$ cat src/hw/rtl/radio_packet_deframer_address_filter_top_defines.svh
// Assertion macros for the deframer RTL; only the parser includes this file.
`ifndef RADIO_PACKET_DEFRAMER_ADDRESS_FILTER_TOP_DEFINES_SVH
`define RADIO_PACKET_DEFRAMER_ADDRESS_FILTER_TOP_DEFINES_SVH
`ifndef SYNTHESIS
// Same-cycle implication, disabled during reset.
`define RPDAF_ASSERT_IMM(label, clk, rst_n, ante, cons) \
    label: assert property (@(posedge clk) disable iff (!rst_n) (ante) |-> (cons)) \
        else $error("deframer assertion failed");
// Next-cycle implication, disabled during reset.
`define RPDAF_ASSERT_NXT(label, clk, rst_n, ante, cons) \
    label: assert property (@(posedge clk) disable iff (!rst_n) (ante) |=> (cons)) \
        else $error("deframer assertion failed");
`else
`define RPDAF_ASSERT_IMM(label, clk, rst_n, ante, cons)
`define RPDAF_ASSERT_NXT(label, clk, rst_n, ante, cons)
`endif
`endif

$ cat src/hw/rtl/rpdaf_pkg.sv
// Types and constants for the radio packet deframer and address filter.
package rpdaf_pkg;

    // Frame length limits
    localparam logic [7:0] MAX_LEN     = 8'd66;
    localparam logic [6:0] HEADER_LEN  = 7'd3;

    // Result kinds
    localparam logic [1:0] KIND_HEADER  = 2'd0;
    localparam logic [1:0] KIND_PAYLOAD = 2'd1;
    localparam logic [1:0] KIND_REJECT  = 2'd2;

    // Configuration register indexes
    localparam int unsigned CFG_IDX_W = 3;
    localparam logic [CFG_IDX_W-1:0] REG_NODE_ADDR   = 3'd0;
    localparam logic [CFG_IDX_W-1:0] REG_PROMISC     = 3'd1;
    localparam logic [CFG_IDX_W-1:0] REG_BCAST_ADDR  = 3'd2;
    localparam logic [CFG_IDX_W-1:0] REG_ACK_SENT    = 3'd3;
    localparam logic [CFG_IDX_W-1:0] REG_ACK_REQUEST = 3'd4;

    typedef struct packed {
        logic [7:0] fifo_byte;
        logic       frame_start;
    } in_beat_t;

    typedef struct packed {
        logic [1:0] kind;
        logic [7:0] sender_id;
        logic [7:0] target_id;
        logic       ack_received;
        logic       ack_requested;
        logic [5:0] data_length;
        logic [7:0] data_byte;
        logic [5:0] byte_index;
        logic       last;
    } out_beat_t;

    typedef struct packed {
        logic [7:0] node_address;
        logic       promiscuous;
        logic [7:0] broadcast_address;
        logic [7:0] ack_sent_mask;
        logic [7:0] ack_request_mask;
    } cfg_t;

endpackage

$ cat src/hw/rtl/rpdaf_cfg_regs.sv
// Configuration register bank for the deframer.
module rpdaf_cfg_regs
    import rpdaf_pkg::*;
(
    input  logic                 clk,
    input  logic                 rst_n,
    input  logic                 cfg_valid,
    output logic                 cfg_ready,
    input  logic [CFG_IDX_W-1:0] cfg_index,
    input  logic [7:0]           cfg_data,
    output cfg_t                 cfg
);

    cfg_t cfg_reg;
    cfg_t cfg_next;

    // Writes always complete in one beat
    assign cfg_ready = 1'b1;
    assign cfg = cfg_reg;

    // Register decode; unknown indexes are dropped
    always_comb
    begin
        cfg_next = cfg_reg;
        if (cfg_valid)
        begin
            case (cfg_index)
                REG_NODE_ADDR:   cfg_next.node_address      = cfg_data;
                REG_PROMISC:     cfg_next.promiscuous       = cfg_data[0];
                REG_BCAST_ADDR:  cfg_next.broadcast_address = cfg_data;
                REG_ACK_SENT:    cfg_next.ack_sent_mask     = cfg_data;
                REG_ACK_REQUEST: cfg_next.ack_request_mask  = cfg_data;
                default:         cfg_next = cfg_reg;
            endcase
        end
    end

    always_ff @(posedge clk or negedge rst_n)
    begin
        if (!rst_n)
        begin
            cfg_reg.node_address      <= 8'd0;
            cfg_reg.promiscuous       <= 1'b0;
            cfg_reg.broadcast_address <= 8'd255;
            cfg_reg.ack_sent_mask     <= 8'd128;
            cfg_reg.ack_request_mask  <= 8'd64;
        end
        else
        begin
            cfg_reg <= cfg_next;
        end
    end

endmodule

$ cat src/hw/rtl/rpdaf_parser.sv
// Frame phase machine: filters the target and builds header, payload and reject results.
`include "radio_packet_deframer_address_filter_top_defines.svh"
module rpdaf_parser
    import rpdaf_pkg::*;
(
    input  logic      clk,
    input  logic      rst_n,
    input  logic      accept,
    input  in_beat_t  beat,
    input  cfg_t      cfg,
    output logic      res_valid,
    output out_beat_t res
);

    localparam logic [2:0] PH_IDLE    = 3'd0;
    localparam logic [2:0] PH_TARGET  = 3'd1;
    localparam logic [2:0] PH_SENDER  = 3'd2;
    localparam logic [2:0] PH_CONTROL = 3'd3;
    localparam logic [2:0] PH_PAYLOAD = 3'd4;

    logic [2:0] phase_reg,  phase_next;
    logic [6:0] len_reg,    len_next;
    logic [5:0] count_reg,  count_next;
    logic [7:0] sender_reg, sender_next;
    logic [7:0] target_reg, target_next;
    logic [1:0] ack_reg,    ack_next;

    logic [6:0] dlen;
    logic [6:0] idx_inc;
    logic [1:0] ack_new;
    logic       addr_ok;
    logic       fin;

    // Payload length derived from the clamped frame length
    assign dlen    = (len_reg >= HEADER_LEN) ? (len_reg - HEADER_LEN) : 7'd0;
    assign idx_inc = {1'b0, count_reg} + 7'd1;
    assign fin     = (idx_inc >= dlen);
    assign ack_new = {|(beat.fifo_byte & cfg.ack_request_mask),
                      |(beat.fifo_byte & cfg.ack_sent_mask)};
    assign addr_ok = cfg.promiscuous || (beat.fifo_byte == cfg.node_address) ||
                     (beat.fifo_byte == cfg.broadcast_address);

    // Next state and result for one accepted beat
    always_comb
    begin
        phase_next  = phase_reg;
        len_next    = len_reg;
        count_next  = count_reg;
        sender_next = sender_reg;
        target_next = target_reg;
        ack_next    = ack_reg;
        res_valid   = 1'b0;

        res.kind          = KIND_HEADER;
        res.sender_id     = sender_reg;
        res.target_id     = target_reg;
        res.ack_received  = ack_reg[0];
        res.ack_requested = ack_reg[1];
        res.data_length   = dlen[5:0];
        res.data_byte     = 8'd0;
        res.byte_index    = 6'd0;
        res.last          = 1'b0;

        if (accept)
        begin
            if (beat.frame_start)
            begin
                len_next    = (beat.fifo_byte > MAX_LEN) ? MAX_LEN[6:0]
                                                         : beat.fifo_byte[6:0];
                count_next  = 6'd0;
                sender_next = 8'd0;
                target_next = 8'd0;
                ack_next    = 2'd0;
                phase_next  = PH_TARGET;
            end
            else
            begin
                case (phase_reg)
                    PH_TARGET:
                    begin
                        target_next = beat.fifo_byte;
                        if (!addr_ok || (len_reg < HEADER_LEN))
                        begin
                            sender_next       = 8'd0;
                            ack_next          = 2'd0;
                            len_next          = 7'd0;
                            res_valid         = 1'b1;
                            res.kind          = KIND_REJECT;
                            res.sender_id     = 8'd0;
                            res.target_id     = beat.fifo_byte;
                            res.ack_received  = 1'b0;
                            res.ack_requested = 1'b0;
                            res.data_length   = 6'd0;
                            res.last          = 1'b1;
                            phase_next        = PH_IDLE;
                        end
                        else
                        begin
                            phase_next = PH_SENDER;
                        end
                    end
                    PH_SENDER:
                    begin
                        sender_next = beat.fifo_byte;
                        phase_next  = PH_CONTROL;
                    end
                    PH_CONTROL:
                    begin
                        ack_next          = ack_new;
                        count_next        = 6'd0;
                        res_valid         = 1'b1;
                        res.kind          = KIND_HEADER;
                        res.ack_received  = ack_new[0];
                        res.ack_requested = ack_new[1];
                        res.last          = (dlen == 7'd0);
                        phase_next        = (dlen == 7'd0) ? PH_IDLE : PH_PAYLOAD;
                    end
                    PH_PAYLOAD:
                    begin
                        res_valid      = 1'b1;
                        res.kind       = KIND_PAYLOAD;
                        res.data_byte  = beat.fifo_byte;
                        res.byte_index = count_reg;
                        res.last       = fin;
                        count_next     = idx_inc[5:0];
                        if (fin)
                        begin
                            phase_next = PH_IDLE;
                        end
                    end
                    default:
                    begin
                        phase_next = PH_IDLE;
                    end
                endcase
            end
        end
    end

    always_ff @(posedge clk or negedge rst_n)
    begin
        if (!rst_n)
        begin
            phase_reg  <= PH_IDLE;
            len_reg    <= 7'd0;
            count_reg  <= 6'd0;
            sender_reg <= 8'd0;
            target_reg <= 8'd0;
            ack_reg    <= 2'd0;
        end
        else
        begin
            phase_reg  <= phase_next;
            len_reg    <= len_next;
            count_reg  <= count_next;
            sender_reg <= sender_next;
            target_reg <= target_next;
            ack_reg    <= ack_next;
        end
    end

    // A reject always closes the frame with cleared sender and length
    `RPDAF_ASSERT_IMM(a_reject_closes, clk, rst_n, res_valid && (res.kind == KIND_REJECT), res.last && (res.sender_id == 8'd0) && (res.data_length == 6'd0))
    // A header with payload moves the machine into payload phase
    `RPDAF_ASSERT_NXT(a_header_to_payload, clk, rst_n, res_valid && (res.kind == KIND_HEADER) && !res.last, phase_reg == PH_PAYLOAD)
    // Payload index stays inside the announced length
    `RPDAF_ASSERT_IMM(a_index_in_range, clk, rst_n, res_valid && (res.kind == KIND_PAYLOAD), res.byte_index < res.data_length)
    // Payload phase only exists for frames with at least one payload byte
    `RPDAF_ASSERT_IMM(a_payload_len, clk, rst_n, phase_reg == PH_PAYLOAD, len_reg > HEADER_LEN)

endmodule

$ cat src/hw/rtl/rpdaf_out_stage.sv
// Output result register with valid/ready toward the consumer.
module rpdaf_out_stage
    import rpdaf_pkg::*;
(
    input  logic      clk,
    input  logic      rst_n,
    input  logic      res_valid,
    input  out_beat_t res,
    output logic      load_ready,
    output logic      out_valid,
    input  logic      out_ready,
    output out_beat_t out_data
);

    logic      out_valid_reg, out_valid_next;
    out_beat_t out_data_reg,  out_data_next;

    // Upstream may move whenever the register is empty or draining
    assign load_ready = !out_valid_reg || out_ready;
    assign out_valid  = out_valid_reg;
    assign out_data   = out_data_reg;

    always_comb
    begin
        out_valid_next = out_valid_reg;
        out_data_next  = out_data_reg;
        if (load_ready)
        begin
            out_valid_next = res_valid;
            if (res_valid)
            begin
                out_data_next = res;
            end
        end
    end

    always_ff @(posedge clk or negedge rst_n)
    begin
        if (!rst_n)
        begin
            out_valid_reg <= 1'b0;
        end
        else
        begin
            out_valid_reg <= out_valid_next;
        end
    end

    // Payload register, no reset needed
    always_ff @(posedge clk)
    begin
        out_data_reg <= out_data_next;
    end

endmodule

$ cat src/hw/rtl/radio_packet_deframer_address_filter_top.sv
// Top level of the radio packet deframer with address filter.
// A result is registered in the output stage in the cycle after its input beat is accepted.
// The block takes one input beat per cycle while in_ready is high.
// in_ready drops only while the output register holds a result that is not taken.
// Reset clears the phase machine to idle and loads the register defaults.
module radio_packet_deframer_address_filter_top
    import rpdaf_pkg::*;
(
    input  logic                 clk,
    input  logic                 rst_n,
    input  logic                 in_valid,
    output logic                 in_ready,
    input  in_beat_t             in_data,
    output logic                 out_valid,
    input  logic                 out_ready,
    output out_beat_t            out_data,
    input  logic                 cfg_valid,
    output logic                 cfg_ready,
    input  logic [CFG_IDX_W-1:0] cfg_index,
    input  logic [7:0]           cfg_data
);

    cfg_t      cfg;
    logic      res_valid;
    out_beat_t res;
    logic      accept;

    assign accept = in_valid && in_ready;

    rpdaf_cfg_regs u_cfg_regs (
        .clk       (clk),
        .rst_n     (rst_n),
        .cfg_valid (cfg_valid),
        .cfg_ready (cfg_ready),
        .cfg_index (cfg_index),
        .cfg_data  (cfg_data),
        .cfg       (cfg)
    );

    rpdaf_parser u_parser (
        .clk       (clk),
        .rst_n     (rst_n),
        .accept    (accept),
        .beat      (in_data),
        .cfg       (cfg),
        .res_valid (res_valid),
        .res       (res)
    );

    rpdaf_out_stage u_out_stage (
        .clk        (clk),
        .rst_n      (rst_n),
        .res_valid  (res_valid),
        .res        (res),
        .load_ready (in_ready),
        .out_valid  (out_valid),
        .out_ready  (out_ready),
        .out_data   (out_data)
    );

endmodule

$ cat config.mk
export PLATFORM = sky130hd
export DESIGN_NAME = radio_packet_deframer_address_filter_top
export DESIGN_NICKNAME = d
export VERILOG_FILES = /design/src/hw/rtl/rpdaf_pkg.sv /design/src/hw/rtl/rpdaf_cfg_regs.sv /design/src/hw/rtl/rpdaf_parser.sv /design/src/hw/rtl/rpdaf_out_stage.sv /design/src/hw/rtl/radio_packet_deframer_address_filter_top.sv
export VERILOG_INCLUDE_DIRS = /design/src /design/src/hw/rtl
export SDC_FILE = /design/constraint.sdc
export NUM_CORES = 1
export LEC_CHECK = 0
export ABC_AREA = 1
export ABC_CLOCK_PERIOD_IN_PS = 4250
export BUFFER_PORTS_ARGS = -buffer_cell sky130_fd_sc_hd__buf_4
export CAP_MARGIN = 5
export CORE_MARGIN = 3
export CORE_UTILIZATION = 35
export DETAILED_ROUTE_END_ITERATION = 6
export GPL_ROUTABILITY_DRIVEN = 0
export HOLD_SLACK_MARGIN = 0.1
export SLEW_MARGIN = 20
export SYNTH_ARGS = -nofsm -noshare
export SYNTH_HDL_FRONTEND = slang
export SYNTH_SLANG_ARGS = --single-unit
$ cat constraint.sdc
create_clock -name clk -period 4.25 [get_ports clk]
set_input_delay 0.425 -clock clk [delete_from_list [all_inputs] [get_ports clk]]
set_output_delay 0.425 -clock clk [all_outputs]
set_load 0.02 [all_outputs]
==> impl_metrics.yaml <==
route:
  vias: 3880
  drc: 0
  drt_iter0_markers: 239
  wl_mm: 11.7
  ant_nets: 0
  viasPerCell: 4.73
  dr.pass1.iters: 4
  wl_per_cell_microns: 14.2
finish:
  n_fill_cell: 1471
  utilization_pct: 42.4
  area_delta_synth_final_pct: 16.1
  final_cell_mix: "153 x nand2_1, 68 x buf_4, 58 x dfrtp_1"
  largest_reg_flops: 41
  post_route_cells_drive_above_1_share_pct: 25.4
  fin_cells: 821
  layout_commonest_cell: "nand2_1"
  nets: 666
  diodes: 0
placed_design:
  hpwl_mm: 8.61
  io_buffers: 67
  place_inst: 805
pwr:
  seq_power_share_pct: 48.4
  switching_share_pct: 29.5
  p_int_mw: 1.86
  power_density_mw_per_mm2: 419
  pwr-share-clk_pct: 31.7
  power.net_switching_mw: 0.778
  pwr-share-comb_pct: 19.9
  power_leakage_nw: 2.84
  peakVddDrop_uv: 197
die:
  core-area_sq_mm: 0.0149
  io_pins: 69
  die_x_microns: 131
  die-height_microns: 131
  die_area_sq_mm: 0.0171
  start_util_pct: 36.6
  rows: 44
grt:
  grt_pass1_wl_mm: 19.5
  grtUsageTotal_pct: 14.7
  grt_overflow: 0
  grt_max_degree: 69
  antenna_found_initial: 0
  grt_pass1_vias: 3896
worst_setup_path:
  crit_fanout: 6
  cp-start-kind: "register"
  critical_path_class: "register to register"
  crit_path_cell_trace: "ha_1 -> inv_1 -> nand3_1 -> nand2_1 -> nand2_1 -> nor2_1 -> inv_1 -> ha_1 -> a21oi_1 -> o21a_1 -> nand3_1 -> nand2_1 -> nand2_1 -> nor2_1 -> nor2_1"
  cp.required_ns: 4.35
  worst-path-buf-inv: 2
  critical_path.top_delay_family: "simple AND/OR/NAND/NOR gates"
  slowest_delay_ns: 0.45
  rrSetupSlack_ns: 1.78
  setup.worst_path.end_class: "register"
  crit_top_cell: "nand2_1"
  slowest_stage: "dfrtp_1"
  cp.arrival_ns: 2.57
timing:
  setup_violations: 0
  fin_crit_sh_pct: 58.0
  hold_viol_final: 0
  tightest_slew_ns: 0.895
  drv_slew: 0
  rsz0062_at_grt: "no"
  fmax_mhz: 405
  tns_ns: 0
  fin_skew_ns: 0.0104
  final.min_clock_period_ns: 2.47
  maxSlewHeadroom_pct: 40.3
clock_network:
  insertion_delay_ns: 0.35
  cts_buffers: 9
  hold_buffers: 0
  cts.sinks: 109
  clk_path_buf_depth: 2
  cts_root_buf: "clkbuf_16"
  cts_resized: 0
  post_cts_buffers: 0
  clkTransAtPathRegs_ns: 0.07
  h-tree-depth: 3
  cts_tree: "yes"
run_status:
  run_status: "finished clean"
yosys:
  ys_ff_latch: 109
  syn_inst: 569
  synth_area_sq_mm: 0.00543
  ys_seq_area_share_pct: 54.2
  yosys_warnings: 0
  postSynthAreaPerCell_sq_um: 9.55
  yosysUniqueCellTypes: 41
  syn_nets: 603
job:
  max_cap_viol_count: 0
min_path:
  hold_path_class: "input pin to async pin"
==> power by group through the flow <==
stage | Combinational [mW] | Clock (mW) | Sequential [mW]
6_report | 0.527 | 0.837 | 1.28
5_1_grt | 0.599 | 0.904 | 1.29
4_1_cts | 0.534 | 0.855 | 1.28
3_5_place_dp | 0.531 | 0 | 1.30
3_3_place_gp | 0.518 | 0 | 1.29
2_1_floorplan | 0.374 | 0 | 1.31
==> path summary, 6_finish.rpt <==
kind / depth (start not counted) / end / from
max: 15 / u_out_stage.out_data[0]$_SDFFCE_PP0P_ / u_parser.len_reg[0]$_DFFE_PN0P_
max in group asynchronous: 1 / u_cfg_regs.cfg[29]$_DFFE_PN0P_ / rst_n
min reg2reg: 2 / u_parser.ack_reg[1]$_DFFE_PN0P_ / u_parser.ack_reg[1]$_DFFE_PN0P_
max reg2reg: 15 / u_out_stage.out_data[0]$_SDFFCE_PP0P_ / u_parser.len_reg[0]$_DFFE_PN0P_
min: 1 / u_parser.count_reg[5]$_DFFE_PN0P_ / rst_n
min in group clk: 3 / u_cfg_regs.cfg[24]$_DFFE_PN0P_ / cfg_index[1]
==> stage by stage <==
stage          power (mW)  hold slack, ns  area (sq um)  worst slack, ns
3_5_place_dp         1.83           0.466          6020             1.82
3_3_place_gp         1.81           0.454          6020             1.89
4_1_cts              2.67           0.230          6310             1.80
6_report             2.64           0.171          6310             1.78
2_1_floorplan        1.68           0.129          5430             1.56
5_1_grt              2.79           0.253          6310             1.59
==> kinds of logic after synthesis <==
| kind of cell | count (synthesis) | synth area share, % |
|---|---|---|
| AO/OA/AOI/OAI | 88 | 9.58 |
| XOR/XNOR | 15 | 2.56 |
| adder cells (fa/ha/maj) | 9 | 2.07 |
| buffers and inverters | 84 | 8.04 |
| flip-flops | 109 | 54.2 |
| other | 1 | 0.0690 |
| AND/OR/NAND/NOR | 263 | 23.5 |
==> layer usage <==
layer,track usage [%],part of all wire [%],vias up,routed length (microns)
li1,-,-,1962,-
met1,19.2,46,1832,5370
met2,23.7,48,69,5650
met3,3.86,3.9,17,456
met4,5.08,1.8,0,210
met5,0,0,-,0
==> synthesized netlist by cell type <==
cell type,number,share of area [%]
a21oi_1,4,0.37
a22o_1,1,0.16
buf_12,2,0.74
buf_4,1,0.14
buf_6,8,1.7
clkbuf_1,5,0.35
conb_1,1,0.069
dfrtp_1,58,27
dfstp_2,10,4.8
edfxtp_1,41,23
ha_1,9,2.1
inv_1,56,3.9
inv_2,6,0.41
inv_4,2,0.23
inv_6,4,0.64
nand2_1,153,11
nand2_2,7,0.81
nand2_4,7,1.5
nand2_8,1,0.37
nand3_1,23,2.1
nand3_2,1,0.18
nand3_4,1,0.32
nand3b_1,2,0.28
nand4_1,7,0.81
nor2_1,34,2.3
nor2_2,10,1.2
nor2_4,12,2.5
nor3_1,2,0.18
nor3_2,1,0.18
nor4_1,1,0.12
o211ai_1,1,0.14
o21a_1,1,0.14
o21ai_0,56,5.2
o21ai_1,4,0.37
o21ai_2,17,2.7
o22ai_1,3,0.35
o311ai_0,1,0.16
or2_1,1,0.12
xnor2_1,10,1.6
xnor2_2,1,0.30
xor2_1,4,0.64
==> cell type report <==
class	count	area [sq um]	share of cell area, %
flip-flops and latches	109	2950	46.7
multi-input cells	376	2050	32.5
inverters	68	280	4.44
well taps	184	230	3.65
clock inverters	6	61.3	0.972
clock buffers	10	229	3.63
repair buffers	68	510	8.09
Note: power is estimated with default switching activity, not from simulation.
